===== config.mk =====
export PLATFORM = sky130hd
export DESIGN_NAME = sorted_priority_queue_core_flat
export DESIGN_NICKNAME = d
export VERILOG_FILES = /design/src/spq_pkg.sv /design/src/spq_stream_if.sv /design/src/sorted_priority_queue_core.sv /design/src/spq_ram.sv /design/src/spq_ctrl.sv /design/src/spq_datapath.sv /design/src/flat_wrapper.sv
export SDC_FILE = /design/constraint.sdc
export NUM_CORES = 2
export LEC_CHECK = 0
export BUFFER_PORTS_ARGS = -buffer_cell sky130_fd_sc_hd__buf_2
export CAP_MARGIN = 20
export CORE_ASPECT_RATIO = 1.75
export CORE_MARGIN = 3
export CORE_UTILIZATION = 45
export CTS_CLUSTER_SIZE = 40
export DETAILED_ROUTE_END_ITERATION = 6
export HOLD_SLACK_MARGIN = 0.05
export PLACE_DENSITY_LB_ADDON = 0.05
export SLEW_MARGIN = 0
export SYNTH_ARGS = -nofsm -noshare
export SYNTH_HDL_FRONTEND = slang
export SYNTH_HIERARCHICAL = 1
export SYNTH_SLANG_ARGS = --single-unit
export TNS_END_PERCENT = 30

===== constraint.sdc =====
create_clock -name clk -period 6.1 [get_ports clk]
set_input_delay 0.305 -clock clk [delete_from_list [all_inputs] [get_ports clk]]
set_output_delay 0.305 -clock clk [all_outputs]
set_load 0.01 [all_outputs]

===== src/spq_pkg.sv =====
// ----------------------------------------------------------------------------
// Sorted priority queue package
// Field widths, request codes, beat payload types and the command and status
// groups that pass between the controller and the datapath.
// ----------------------------------------------------------------------------
package spq_pkg;

  localparam int ID_FIELD_W  = 16;
  localparam int KEY_FIELD_W = 16;
  localparam int OCC_W       = 7;

  // Request codes carried in req_type.
  localparam logic REQ_INSERT = 1'b0;
  localparam logic REQ_ERASE  = 1'b1;

  // Read address selection relative to the datapath pointer.
  localparam logic [1:0] RD_PREV = 2'd0;
  localparam logic [1:0] RD_CUR  = 2'd1;
  localparam logic [1:0] RD_NEXT = 2'd2;

  typedef struct packed {
    logic                   req_type;
    logic [ID_FIELD_W-1:0]  item_id;
    logic [KEY_FIELD_W-1:0] item_key;
  } req_t;

  typedef struct packed {
    logic                  done_ok;
    logic                  was_full;
    logic                  head_valid;
    logic [ID_FIELD_W-1:0] head_id;
    logic [OCC_W-1:0]      occupancy;
  } rsp_t;

  typedef struct packed {
    logic       load_req;
    logic       ptr_load_count;
    logic       ptr_clear;
    logic       ptr_inc;
    logic       ptr_dec;
    logic       rd_en;
    logic [1:0] rd_sel;
    logic       wr_en;
    logic       wr_new;
    logic       count_inc;
    logic       count_dec;
    logic       rsp_load;
    logic       rsp_ok;
    logic       rsp_full;
  } spq_cmd_t;

  typedef struct packed {
    logic op_erase;
    logic full;
    logic ptr_zero;
    logic ptr_end;
    logic next_end;
    logic key_ge;
    logic key_gt_id;
    logic id_match;
    logic out_free;
  } spq_status_t;

endpackage


===== src/spq_stream_if.sv =====
// ----------------------------------------------------------------------------
// Valid/ready stream interface
// One beat moves when valid and ready are both high at a rising clock edge.
// ----------------------------------------------------------------------------
interface spq_stream_if #(
  parameter type payload_t = logic
);

  logic     valid;
  logic     ready;
  payload_t data;

  modport source (output valid, output data, input ready);
  modport sink   (input valid, input data, output ready);

endinterface


===== src/sorted_priority_queue_core.sv =====
// ----------------------------------------------------------------------------
// Sorted priority queue core
// Holds up to CAPACITY (id, key) entries in ascending key order in one RAM
// and answers every insert or erase request with one status beat.
// ----------------------------------------------------------------------------
//
//   Channel   Dir   Handshake       Beat contents
//   -------   ---   -------------   ------------------------------------------
//   req       in    valid / ready   req_type, item_id, item_key
//   rsp       out   valid / ready   done_ok, was_full, head_valid, head_id,
//                                   occupancy
//
// One request is worked at a time. An insert walks down from the tail,
// moving each entry whose key is not below the new key up by one slot with
// a read state and a write state per slot, set by the single read port of
// the entry RAM and its registered read. An erase searches from the head,
// a read and a compare state per entry, and then closes the gap with a read
// and a write state per entry.
// Reset clears the entry count and the result valid; the RAM is never
// cleared, since only slots below the count are read. A stalled result beat
// holds in the output register and the block takes no new request until that
// result has been loaded.
// ----------------------------------------------------------------------------
module sorted_priority_queue_core
  import spq_pkg::*;
#(
  parameter int CAPACITY  = 64,
  parameter int ID_WIDTH  = 16,
  parameter int KEY_WIDTH = 16
) (
  input  logic         clk,
  input  logic         rst,
  spq_stream_if.sink   req,
  spq_stream_if.source rsp
);

  // Only the low field bits are ever significant, so storage is never wider
  // than the beat fields.
  localparam int IW = (ID_WIDTH  < ID_FIELD_W)  ? ID_WIDTH  : ID_FIELD_W;
  localparam int KW = (KEY_WIDTH < KEY_FIELD_W) ? KEY_WIDTH : KEY_FIELD_W;

  spq_cmd_t    cmd;
  spq_status_t status;

  // The controller owns the request handshake and the walk sequence.
  spq_ctrl u_ctrl (
    .clk     (clk),
    .rst     (rst),
    .in_valid(req.valid),
    .in_ready(req.ready),
    .status  (status),
    .cmd     (cmd)
  );

  // The datapath owns the entry RAM, the count and the result register.
  spq_datapath #(
    .CAPACITY(CAPACITY),
    .IW      (IW),
    .KW      (KW)
  ) u_datapath (
    .clk      (clk),
    .rst      (rst),
    .req_data (req.data),
    .cmd      (cmd),
    .status   (status),
    .rsp_valid(rsp.valid),
    .rsp_ready(rsp.ready),
    .rsp_data (rsp.data)
  );

endmodule


===== src/spq_ram.sv =====
// ----------------------------------------------------------------------------
// Generic simple dual-port RAM
// One write port and one read port with registered read data.
// ----------------------------------------------------------------------------
module spq_ram #(
  parameter int WIDTH = 32,
  parameter int DEPTH = 64
) (
  input  logic                     clk,
  input  logic                     wr_en,
  input  logic [$clog2(DEPTH)-1:0] wr_addr,
  input  logic [WIDTH-1:0]         wr_data,
  input  logic                     rd_en,
  input  logic [$clog2(DEPTH)-1:0] rd_addr,
  output logic [WIDTH-1:0]         rd_data
);

  logic [WIDTH-1:0] mem [DEPTH];

  always_ff @(posedge clk) begin
    if (wr_en) begin
      mem[wr_addr] <= wr_data;
    end
    if (rd_en) begin
      rd_data <= mem[rd_addr];
    end
  end

endmodule


===== src/spq_ctrl.sv =====
// ----------------------------------------------------------------------------
// Sorted priority queue controller
// Sequences the shift-up walk of an insert and the search and shift-down walk
// of an erase, then hands the outcome to the result register.
// ----------------------------------------------------------------------------
module spq_ctrl
  import spq_pkg::*;
(
  input  logic        clk,
  input  logic        rst,
  input  logic        in_valid,
  output logic        in_ready,
  input  spq_status_t status,
  output spq_cmd_t    cmd
);

  localparam logic [3:0] ST_IDLE     = 4'd0;
  localparam logic [3:0] ST_DISPATCH = 4'd1;
  localparam logic [3:0] ST_INS_CHK  = 4'd2;
  localparam logic [3:0] ST_INS_CMP  = 4'd3;
  localparam logic [3:0] ST_ERS_CHK  = 4'd4;
  localparam logic [3:0] ST_ERS_CMP  = 4'd5;
  localparam logic [3:0] ST_SHF_CHK  = 4'd6;
  localparam logic [3:0] ST_SHF_WR   = 4'd7;
  localparam logic [3:0] ST_RESULT   = 4'd8;

  logic [3:0] state, state_next;
  logic       res_ok, res_ok_next;
  logic       res_full, res_full_next;

  always_ff @(posedge clk) begin
    if (rst) begin
      state    <= ST_IDLE;
      res_ok   <= 1'b0;
      res_full <= 1'b0;
    end else begin
      state    <= state_next;
      res_ok   <= res_ok_next;
      res_full <= res_full_next;
    end
  end

  always_comb begin
    state_next    = state;
    res_ok_next   = res_ok;
    res_full_next = res_full;
    cmd           = '0;
    cmd.rd_sel    = RD_CUR;
    in_ready      = 1'b0;

    unique case (state)
      ST_IDLE: begin
        in_ready = 1'b1;
        if (in_valid) begin
          cmd.load_req  = 1'b1;
          res_ok_next   = 1'b0;
          res_full_next = 1'b0;
          state_next    = ST_DISPATCH;
        end
      end
      ST_DISPATCH: begin
        if (status.op_erase == REQ_ERASE) begin
          cmd.ptr_clear = 1'b1;
          state_next    = ST_ERS_CHK;
        end else if (status.full) begin
          res_full_next = 1'b1;
          state_next    = ST_RESULT;
        end else begin
          cmd.ptr_load_count = 1'b1;
          state_next         = ST_INS_CHK;
        end
      end
      ST_INS_CHK: begin
        if (status.ptr_zero) begin
          cmd.wr_en     = 1'b1;
          cmd.wr_new    = 1'b1;
          cmd.count_inc = 1'b1;
          res_ok_next   = 1'b1;
          state_next    = ST_RESULT;
        end else begin
          cmd.rd_en  = 1'b1;
          cmd.rd_sel = RD_PREV;
          state_next = ST_INS_CMP;
        end
      end
      ST_INS_CMP: begin
        cmd.wr_en = 1'b1;
        if (status.key_ge) begin
          cmd.ptr_dec = 1'b1;
          state_next  = ST_INS_CHK;
        end else begin
          cmd.wr_new    = 1'b1;
          cmd.count_inc = 1'b1;
          res_ok_next   = 1'b1;
          state_next    = ST_RESULT;
        end
      end
      ST_ERS_CHK: begin
        if (status.ptr_end) begin
          state_next = ST_RESULT;
        end else begin
          cmd.rd_en  = 1'b1;
          cmd.rd_sel = RD_CUR;
          state_next = ST_ERS_CMP;
        end
      end
      ST_ERS_CMP: begin
        if (status.key_gt_id) begin
          state_next = ST_RESULT;
        end else if (status.id_match) begin
          res_ok_next = 1'b1;
          state_next  = ST_SHF_CHK;
        end else begin
          cmd.ptr_inc = 1'b1;
          state_next  = ST_ERS_CHK;
        end
      end
      ST_SHF_CHK: begin
        if (status.next_end) begin
          cmd.count_dec = 1'b1;
          state_next    = ST_RESULT;
        end else begin
          cmd.rd_en  = 1'b1;
          cmd.rd_sel = RD_NEXT;
          state_next = ST_SHF_WR;
        end
      end
      ST_SHF_WR: begin
        cmd.wr_en   = 1'b1;
        cmd.ptr_inc = 1'b1;
        state_next  = ST_SHF_CHK;
      end
      ST_RESULT: begin
        if (status.out_free) begin
          cmd.rsp_load = 1'b1;
          cmd.rsp_ok   = res_ok;
          cmd.rsp_full = res_full;
          state_next   = ST_IDLE;
        end
      end
      default: begin
        state_next = ST_IDLE;
      end
    endcase
  end

endmodule


===== src/spq_datapath.sv =====
// ----------------------------------------------------------------------------
// Sorted priority queue datapath
// Entry memory, walk pointer, entry count, head id copy, comparators and the
// result register.
// ----------------------------------------------------------------------------
module spq_datapath
  import spq_pkg::*;
#(
  parameter int CAPACITY = 64,
  parameter int IW       = 16,
  parameter int KW       = 16
) (
  input  logic        clk,
  input  logic        rst,
  input  req_t        req_data,
  input  spq_cmd_t    cmd,
  output spq_status_t status,
  output logic        rsp_valid,
  input  logic        rsp_ready,
  output rsp_t        rsp_data
);

  localparam int AW = $clog2(CAPACITY);
  localparam int PW = $clog2(CAPACITY + 1);
  localparam int DW = KW + IW;

  logic          req_op;
  logic [IW-1:0] req_id;
  logic [KW-1:0] req_key;
  logic [PW-1:0] ptr;
  logic [PW-1:0] count;
  logic [IW-1:0] head;

  logic [PW-1:0] ptr_prev, ptr_next, rd_ptr;
  logic [DW-1:0] wr_data, rd_data;
  logic [KW-1:0] rd_key;
  logic [IW-1:0] rd_id;
  logic          count_nz;

  assign ptr_prev = ptr - PW'(1);
  assign ptr_next = ptr + PW'(1);
  assign rd_key   = rd_data[DW-1:IW];
  assign rd_id    = rd_data[IW-1:0];
  assign wr_data  = cmd.wr_new ? {req_key, req_id} : rd_data;
  assign count_nz = (count != '0);

  always_comb begin
    case (cmd.rd_sel)
      RD_PREV: rd_ptr = ptr_prev;
      RD_NEXT: rd_ptr = ptr_next;
      default: rd_ptr = ptr;
    endcase
  end

  spq_ram #(
    .WIDTH(DW),
    .DEPTH(CAPACITY)
  ) u_entries (
    .clk    (clk),
    .wr_en  (cmd.wr_en),
    .wr_addr(ptr[AW-1:0]),
    .wr_data(wr_data),
    .rd_en  (cmd.rd_en),
    .rd_addr(rd_ptr[AW-1:0]),
    .rd_data(rd_data)
  );

  // Request capture, walk pointer and head copy.
  always_ff @(posedge clk) begin
    if (cmd.load_req) begin
      req_op  <= req_data.req_type;
      req_id  <= req_data.item_id[IW-1:0];
      req_key <= req_data.item_key[KW-1:0];
    end
    if (cmd.ptr_clear) begin
      ptr <= '0;
    end else if (cmd.ptr_load_count) begin
      ptr <= count;
    end else if (cmd.ptr_inc) begin
      ptr <= ptr_next;
    end else if (cmd.ptr_dec) begin
      ptr <= ptr_prev;
    end
    if (cmd.wr_en && (ptr == '0)) begin
      head <= wr_data[IW-1:0];
    end
  end

  always_ff @(posedge clk) begin
    if (rst) begin
      count     <= '0;
      rsp_valid <= 1'b0;
    end else begin
      if (cmd.count_inc) begin
        count <= count + PW'(1);
      end else if (cmd.count_dec) begin
        count <= count - PW'(1);
      end
      if (cmd.rsp_load) begin
        rsp_valid <= 1'b1;
      end else if (rsp_ready) begin
        rsp_valid <= 1'b0;
      end
    end
  end

  always_ff @(posedge clk) begin
    if (cmd.rsp_load) begin
      rsp_data.done_ok    <= cmd.rsp_ok;
      rsp_data.was_full   <= cmd.rsp_full;
      rsp_data.head_valid <= count_nz;
      rsp_data.head_id    <= count_nz ? ID_FIELD_W'(head) : '0;
      rsp_data.occupancy  <= OCC_W'(count);
    end
  end

  always_comb begin
    status.op_erase  = req_op;
    status.full      = (count == PW'(CAPACITY));
    status.ptr_zero  = (ptr == '0);
    status.ptr_end   = (ptr == count);
    status.next_end  = (ptr_next >= count);
    status.key_ge    = (rd_key >= req_key);
    status.key_gt_id = (KEY_FIELD_W'(rd_key) > KEY_FIELD_W'(req_id));
    status.id_match  = (rd_id == req_id);
    status.out_free  = !rsp_valid || rsp_ready;
  end

endmodule


===== src/flat_wrapper.sv =====
// flat-port wrapper written by rule: the top's interface ports become plain ports
module sorted_priority_queue_core_flat import spq_pkg::*;
#(
  parameter int CAPACITY  = 64,
  parameter int ID_WIDTH  = 16,
  parameter int KEY_WIDTH = 16
)
  (clk, rst, req_valid, req_data, req_ready, rsp_valid, rsp_data, rsp_ready);
  spq_stream_if #(.payload_t(req_t)) req_i ();
  spq_stream_if #(.payload_t(rsp_t)) rsp_i ();
  input  logic clk;
  input  logic rst;
  input wire logic [$bits(req_i.valid)-1:0] req_valid;
  input wire logic [$bits(req_i.data)-1:0] req_data;
  output wire logic [$bits(req_i.ready)-1:0] req_ready;
  output wire logic [$bits(rsp_i.valid)-1:0] rsp_valid;
  output wire logic [$bits(rsp_i.data)-1:0] rsp_data;
  input wire logic [$bits(rsp_i.ready)-1:0] rsp_ready;
  assign req_i.valid = req_valid;
  assign req_i.data = req_data;
  assign req_ready = req_i.ready;
  assign rsp_valid = rsp_i.valid;
  assign rsp_data = rsp_i.data;
  assign rsp_i.ready = rsp_ready;
  sorted_priority_queue_core #(.CAPACITY(CAPACITY), .ID_WIDTH(ID_WIDTH), .KEY_WIDTH(KEY_WIDTH)) u_core (.clk(clk), .rst(rst), .req(req_i), .rsp(rsp_i));
endmodule

## Word level (Yosys, flattened, before mapping)

Memories as Yosys holds them, arrays and structs flattened. A register that Yosys moved wholly into a read port is not among the register bits.
Index checks and enable logic that the tools add are counted.

| word-level totals | value |
|---|---|
| register bits after elaboration | 96 |
| RAM bits | 2048 |
| input bits | 37 |
| output and inout bits | 28 |
| memories | 1 |

| cells by class | value |
|---|---|
| add/sub/neg operators | 4 |
| magnitude comparators | 3 |
| eq/ne operators | 20 |
| multiplexer cells | 55 |
| reduce and logical (&&, ||, !) cells | 17 |

Memories:

| memory | depth | width | rd ports | clocked after Yosys merged registers in | wr ports | RTL line | text |
|---|---|---|---|---|---|---|---|
| u_core.u_datapath.u_entries.mem | 64 | 32 | 1 | 1 | 1 | spq_ram.sv:18 | `logic [WIDTH-1:0] mem [DEPTH];` |

Operators with widths:

| cell | count |
|---|---|
| 4-bit two-way mux | 9 |
| 4-bit case mux with 9 select lines | 1 |
| 7-bit two-way mux | 5 |
| 32-bit two-way mux | 1 |
| 1-bit two-way mux | 23 |
| 3-bit two-way mux | 6 |
| 16-bit equality test | 1 |
| 4-bit by 3-bit equality test with 1-bit output (second input constant) | 4 |
| 16-bit >= comparator | 1 |
| 16-bit greater-than comparator | 1 |
| 7-bit by 1-bit adder with 7-bit output (second input constant) | 2 |
| 7-bit by 1-bit subtractor with 7-bit output (second input constant) | 2 |
| 6-bit case mux with 2 select lines | 1 |
| 3-bit case mux with 3 select lines | 1 |
| 4-bit by 2-bit equality test with 1-bit output (second input constant) | 2 |
| 2-bit by 1-bit != test with 1-bit output (second input constant) | 4 |
| 2-bit != test (second input constant) | 4 |
| 7-bit equality test | 1 |
| 7-bit equality test (second input constant) | 1 |
| 7-bit >= comparator | 1 |
| 7-bit logical NOT | 1 |
| 7-bit nonzero test | 1 |
| 2-bit two-way mux | 3 |
| 1-bit case mux with 2 select lines | 3 |
| 17 further kinds | 20 |

## Logic depth before layout (Yosys ltp)

| logic depth | value |
|---|---|
| depth in word-level cells | 6 |
| depth in mapped cells | 23 |

## Hierarchy

Netlist, hierarchy kept.

Modules (own cells, without submodules):

| module | times used | cells each | area each (sq um) |
|---|---|---|---|
| spq_ram | 1 | 3324 | 78835.6 |
| spq_datapath | 1 | 444 | 5217.5 |
| spq_ctrl | 1 | 72 | 541.8 |

## Worst setup path before layout

OpenSTA, ideal clock, no wires.

| timing | value |
|---|---|
| path kind | reg2reg |
| start | reg u_core.u_datapath.u_entries.rd_data[21] (read register of u_core.u_datapath.u_entries.mem) |
| end | mem u_core.u_datapath.u_entries.mem[0][16] (data pin) |
| data arrival time | 4842 ps |
| path slack | 556 ps |
| stages on the path, launching flop included | 14 |
| buffers on the path | 3 |
| clock period less this slack | 5544 ps |
| cell sequence | edfxtp_1 -> ha_1 -> o211ai_1 -> nor3_1 -> a221oi_1 -> o31a_1 -> o21ai_0 -> nand2_1 -> nand4b_1 -> inv_1 -> buf_4 -> clkbuf_1 -> clkbuf_1 -> o21ai_0 |

RTL lines:

| element | RTL line | text |
|---|---|---|
| from (decl) | spq_ram.sv:15 | `output logic [WIDTH-1:0] rd_data` |
| to (decl) | spq_ram.sv:18 |  |

==> load_flow_metrics.sql <==
INSERT INTO impl_metrics (metric_group, metric, value, unit) VALUES
('power', 'p_leak', '29.6', 'nW'),
('setup_path', 'worst-endpoint-arrival', '6.48', 'ns'),
('synth', 'synthesis.area', '84600', 'µm²'),
('cells_and_area', 'share_of_final_layout_standard_cells_stronger_than_drive_strength_1', '29.0', '%'),
('setup_path', 'path_class', 'reg2reg', ''),
('timing', 'final.period_utilization', '97.4', '%'),
('synth', 'yosys_most_used_dff', 'edfxtp_1', ''),
('drt', 'detail_route.first_pass.iterations', '6', ''),
('die', 'floorplan.die.width', '334', 'µm'),
('synth', 'edff_count_synth', '2155', ''),
('synth', 'avgSynthCellArea', '22.0', 'µm²'),
('setup_path', 'worst_setup_path_end_kind', 'flip-flop', ''),
('synth', 'synthCells', '3840', ''),
('cells_and_area', 'layout-area-overhead-vs-synth', '14.2', '%'),
('timing', 'final.setup_skew', '0.0391', 'ns'),
('timing', 'relSlewSlack', '27.8', '%'),
('grt', 'first_global_vias', '43500', ''),
('clocking', 'tritoncts', 'built', ''),
('cells_and_area', 'design.final.nets', '4271', ''),
('hold_path', 'hold_class', 'in2reg', ''),
('drt', 'detail_route.vias_per_cell', '6.06', ''),
('setup_path', 'crit_path_start_kind', 'flip-flop', ''),
('clocking', 'clk_transition_reported_paths', '0.07', 'ns'),
('grt', 'tot_gr_track_use', '24.4', '%'),
('synth', 'synth.lib_cells_used.distinct', '72', ''),
('setup_path', 'crit_required', '6.64', 'ns'),
('setup_path', 'worst-path-max-fanout', '10', ''),
('synth', 'post_synth_mux_area_share', '16.1', '%'),
('power', 'total_power', '43.7', 'mW'),
('drt', 'routed_wire_length_per_instance', '34.6', 'µm'),
('drt', 'drt_iter0_drc', '4046', ''),
('synth', 'synth_sequential_area_ratio', '77.0', '%'),
('cells_and_area', 'non_filler_cells_in_the_finished_layout', '6766', ''),
('timing', 'layout_min_cycle_time', '5.94', 'ns'),
('timing', 'worstMarginPinSlew', '1.08', 'ns'),
('synth', 'synthAdderAreaFrac', '0.716', '%'),
('timing', 'setup_violations', '0', ''),
('timing', 'slew_viol_final', '0', ''),
('synth', 'yosys_register_bits', '2176', ''),
('die', 'floorplan.core_area', '186000', 'µm²'),
('synth', 'yosysTopAreaCellShare', '76.5', '%'),
('power', 'irDropWorstVdd', '0.367', 'mV'),
('synth', 'post_synth_main_area_contributors', 'edfxtp_1 (76%), mux4_2 (14%), mux2i_1 (1.2%)', ''),
('clocking', 'cts-htree-levels', '4', ''),
('die', 'row_count', '209', ''),
('outcome', 'status', 'completed', ''),
('synth', 'synth_xor_xnor_area_share', '0.414', '%'),
('timing', 'achievable-frequency', '168', 'MHz'),
('drt', 'route.antenna.remaining_nets', '0', ''),
('job', 'timing.max_cap.violations', '0', ''),
('power', 'power.density_cell_area', '452', 'nW/µm²'),
('drt', 'detailroute.via_count', '41000', ''),
('drt', 'totalWireLength', '234000', 'µm'),
('timing', 'hold_viol_final', '0', ''),
('hold_path', 'worst_hold_path.num_cells', '2', ''),
('grt', 'grt_max_degree', '75', ''),
('die', 'chipHeight', '580', 'µm'),
('clocking', 'worst_skew_pair.late_latency', '0.83', 'ns'),
('setup_path', 'reg2reg_depth', '19', ''),
('drt', 'drcViolationCount', '0', ''),
('clocking', 'cts_max_path_buffers', '4', ''),
('synth', 'share_of_synthesized_flip_flops_with_an_asynchronous_set_or_reset', '0', '%'),
('synth', 'synthesis.yosys.warnings', '6', ''),
('die', 'fp.dieArea', '193000', 'µm²'),
('synth', 'combinational_family_with_the_most_area_after_synthesis', 'multiplexers', ''),
('die', 'floorplan.initialDensity', '45.4', '%'),
('clocking', 'post_cts_setup_buffer_count', '0', ''),
('synth', 'synth_simple_gate_area_share', '2.13', '%'),
('place', 'dp.cells', '6373', ''),
('synth', 'synth_nets', '3924', ''),
('place', 'place.port_buffers', '64', ''),
('die', 'top_level_ports', '65', ''),
('grt', 'grt_pass1_wl', '331000', 'µm'),
('grt', 'antenna_found_initial', '9', ''),
('timing', 'grt_setup_unrepaired', 'yes', ''),
('clocking', 'numCtsBuffers', '200', ''),
('synth', 'synth_compound_gate_area_share', '2.19', '%'),
('grt', 'grt-ovfl-total', '0', ''),
('synth', 'yosys.area.top_type', 'edfxtp_1', ''),
('clocking', 'cts.root.buffer_cell', 'clkbuf_16', ''),
('clocking', 'clock-sinks', '2176', ''),
('place', 'dp.final_hpwl', '147000', 'µm'),
('place', 'gp_congestion', '0.860', '');
==> worst max-delay path: stages (launching register included) <==
cell,delay (ns)
dfxtp_1,0.37
ha_1,0.27
and3_2,0.25
xor2_1,0.30
ha_1,0.32
a21oi_1,0.17
o21ai_0,0.10
maj3_1,0.33
a21o_1,0.23
nor2_1,0.29
buf_4,0.21
mux2i_1,0.24
nor2_1,0.11
xor2_2,0.53
buf_4,0.29
or2_1,0.51
buf_4,0.32
a311oi_1,0.08
buf_4,0.17
nor3_1,0.51
==> flip-flops by register name, indices dropped and copies added, names as in the netlist, 4 cells and up <==
register and flops:
u_core/u_ctrl/state 4, u_core/u_datapath/u_entries/mem 2048, u_core/u_datapath/req_key 16, u_core/u_datapath/u_entries/rd_data 32, u_core/u_datapath/head 16, u_core/u_datapath/rsp_data 26
u_core/u_datapath/req_id 16, u_core/u_datapath/count 7, u_core/u_datapath/ptr 7
==> metal layers <==
metal	track usage (%)	vias to the layer above	wire length (µm)
li1	-	16800	-
met1	29.1	22500	85100
met2	46.4	1327	130000
met5	0	-	0
met3	2.52	375	11100
met4	7.75	0	7720
==> cell type report <==
| type | instances | area, µm² |
|---|---|---|
| Antenna cell | 2 | 5.00 |
| Clock buffer | 240 | 5260 |
| Clock inverter | 113 | 970 |
| Fill cell | 14600 | 89600 |
| Inverter | 48 | 180 |
| Multi-Input combinational cell | 1410 | 18900 |
| Sequential cell | 2176 | 65100 |
| Tap cell | 2426 | 3040 |
| Timing Repair Buffer | 351 | 3090 |
==> metrics by stage <==
stage | TNS [ns] | instance area (µm²) | util [%] | hold slack (ns) | setup slack [ns]
4_1_cts | 0 | 96500 | 51.8 | 0.131 | 0.0589
3_3_place_gp | -0.328 | 89800 | 48.2 | 0.451 | -0.174
5_1_grt | -0.0243 | 96600 | 51.9 | 0.156 | -0.0243
3_5_place_dp | -0.185 | 89900 | 48.3 | 0.452 | -0.110
6_report | 0 | 96600 | 51.9 | 0.191 | 0.161
2_1_floorplan | 0 | 84600 | - | 0.368 | 0.556
==> cell usage after synthesis, drive strengths merged (10+ instances only) <==
cell type  instances
o22ai             84
and3              10
xor2              15
nand3             11
nor2b             38
mux4             544
nor3              14
o221ai            27
inv               48
o21ai             12
nor2             167
nand4             11
nand2b            10
a22oi             15
clkbuf            81
a211oi            10
nand2             47
ha                46
edfxtp          2155
xnor2             25
a21oi             84
mux2              32
buf              125
dfxtp             21
mux2i            102
==> power breakdown <==
part | internal, mW | switching (mW) | total, mW | leakage, nW
registers | 18.2 | 0.298 | 18.5 | 19.6
logic | 4.95 | 8.01 | 13.0 | 7.07
clock network | 6.84 | 5.37 | 12.2 | 3.02
total | 30.0 | 13.7 | 43.7 | 29.6
==> cell families after synthesis <==
group / count (synthesis)
buf+inv: 254
fa+ha+maj: 48
mux: 678
simple gates: 363
compound gates: 281
flops: 2176
xor+xnor: 40
==> what timing repair did <==
item	4_1_cts	5_1_grt
endpoints found under the setup margin	3	14
hold endpoints to repair	46	0
gates resized for setup	3	14
hold buffers	37	0
==> cells in the final DEF (no fill, tap or decap), types with 10 or more instances in the layout <==
cell type      instances
nor2_4                62
xnor2_1               24
clkinv_1              50
inv_1                 48
xor2_1                12
o22ai_1               79
nand3_1               10
bufinv_16             17
mux2_2                32
a211oi_1              10
o221ai_1              27
dlygate4sd3_1         37
dfxtp_1               21
nor2b_1               38
edfxtp_1            2155
mux2i_1              102
clkinv_2              31
ha_1                  46
nand2_1               47
buf_4                207
nor3_1                10
nor2_1               105
clkbuf_1              35
buf_12                41
a21oi_1               78
nand4_1               11
clkbuf_16            205
mux4_2               544
buf_2                 64
a22oi_1               15
clkinvlp_4            12
==> worst paths after layout <==
path	slack, ns	from	endpoint
worst min-delay path	0.19	req_data[17]	u_core/u_datapath/req_id[1]$_DFFE_PP_
worst max register to register	0.16	u_core/u_datapath/ptr[0]$_SDFFE_PP0P_	u_core/u_datapath/u_entries/rd_data[17]$_DFFE_PP_
worst max-delay path	0.16	u_core/u_datapath/ptr[0]$_SDFFE_PP0P_	u_core/u_datapath/u_entries/rd_data[17]$_DFFE_PP_
worst min register to register	0.46	u_core/u_ctrl/res_full$_SDFFE_PP0P_	u_core/u_ctrl/res_full$_SDFFE_PP0P_
No activity file was read; power rests on OpenSTA's default activity.
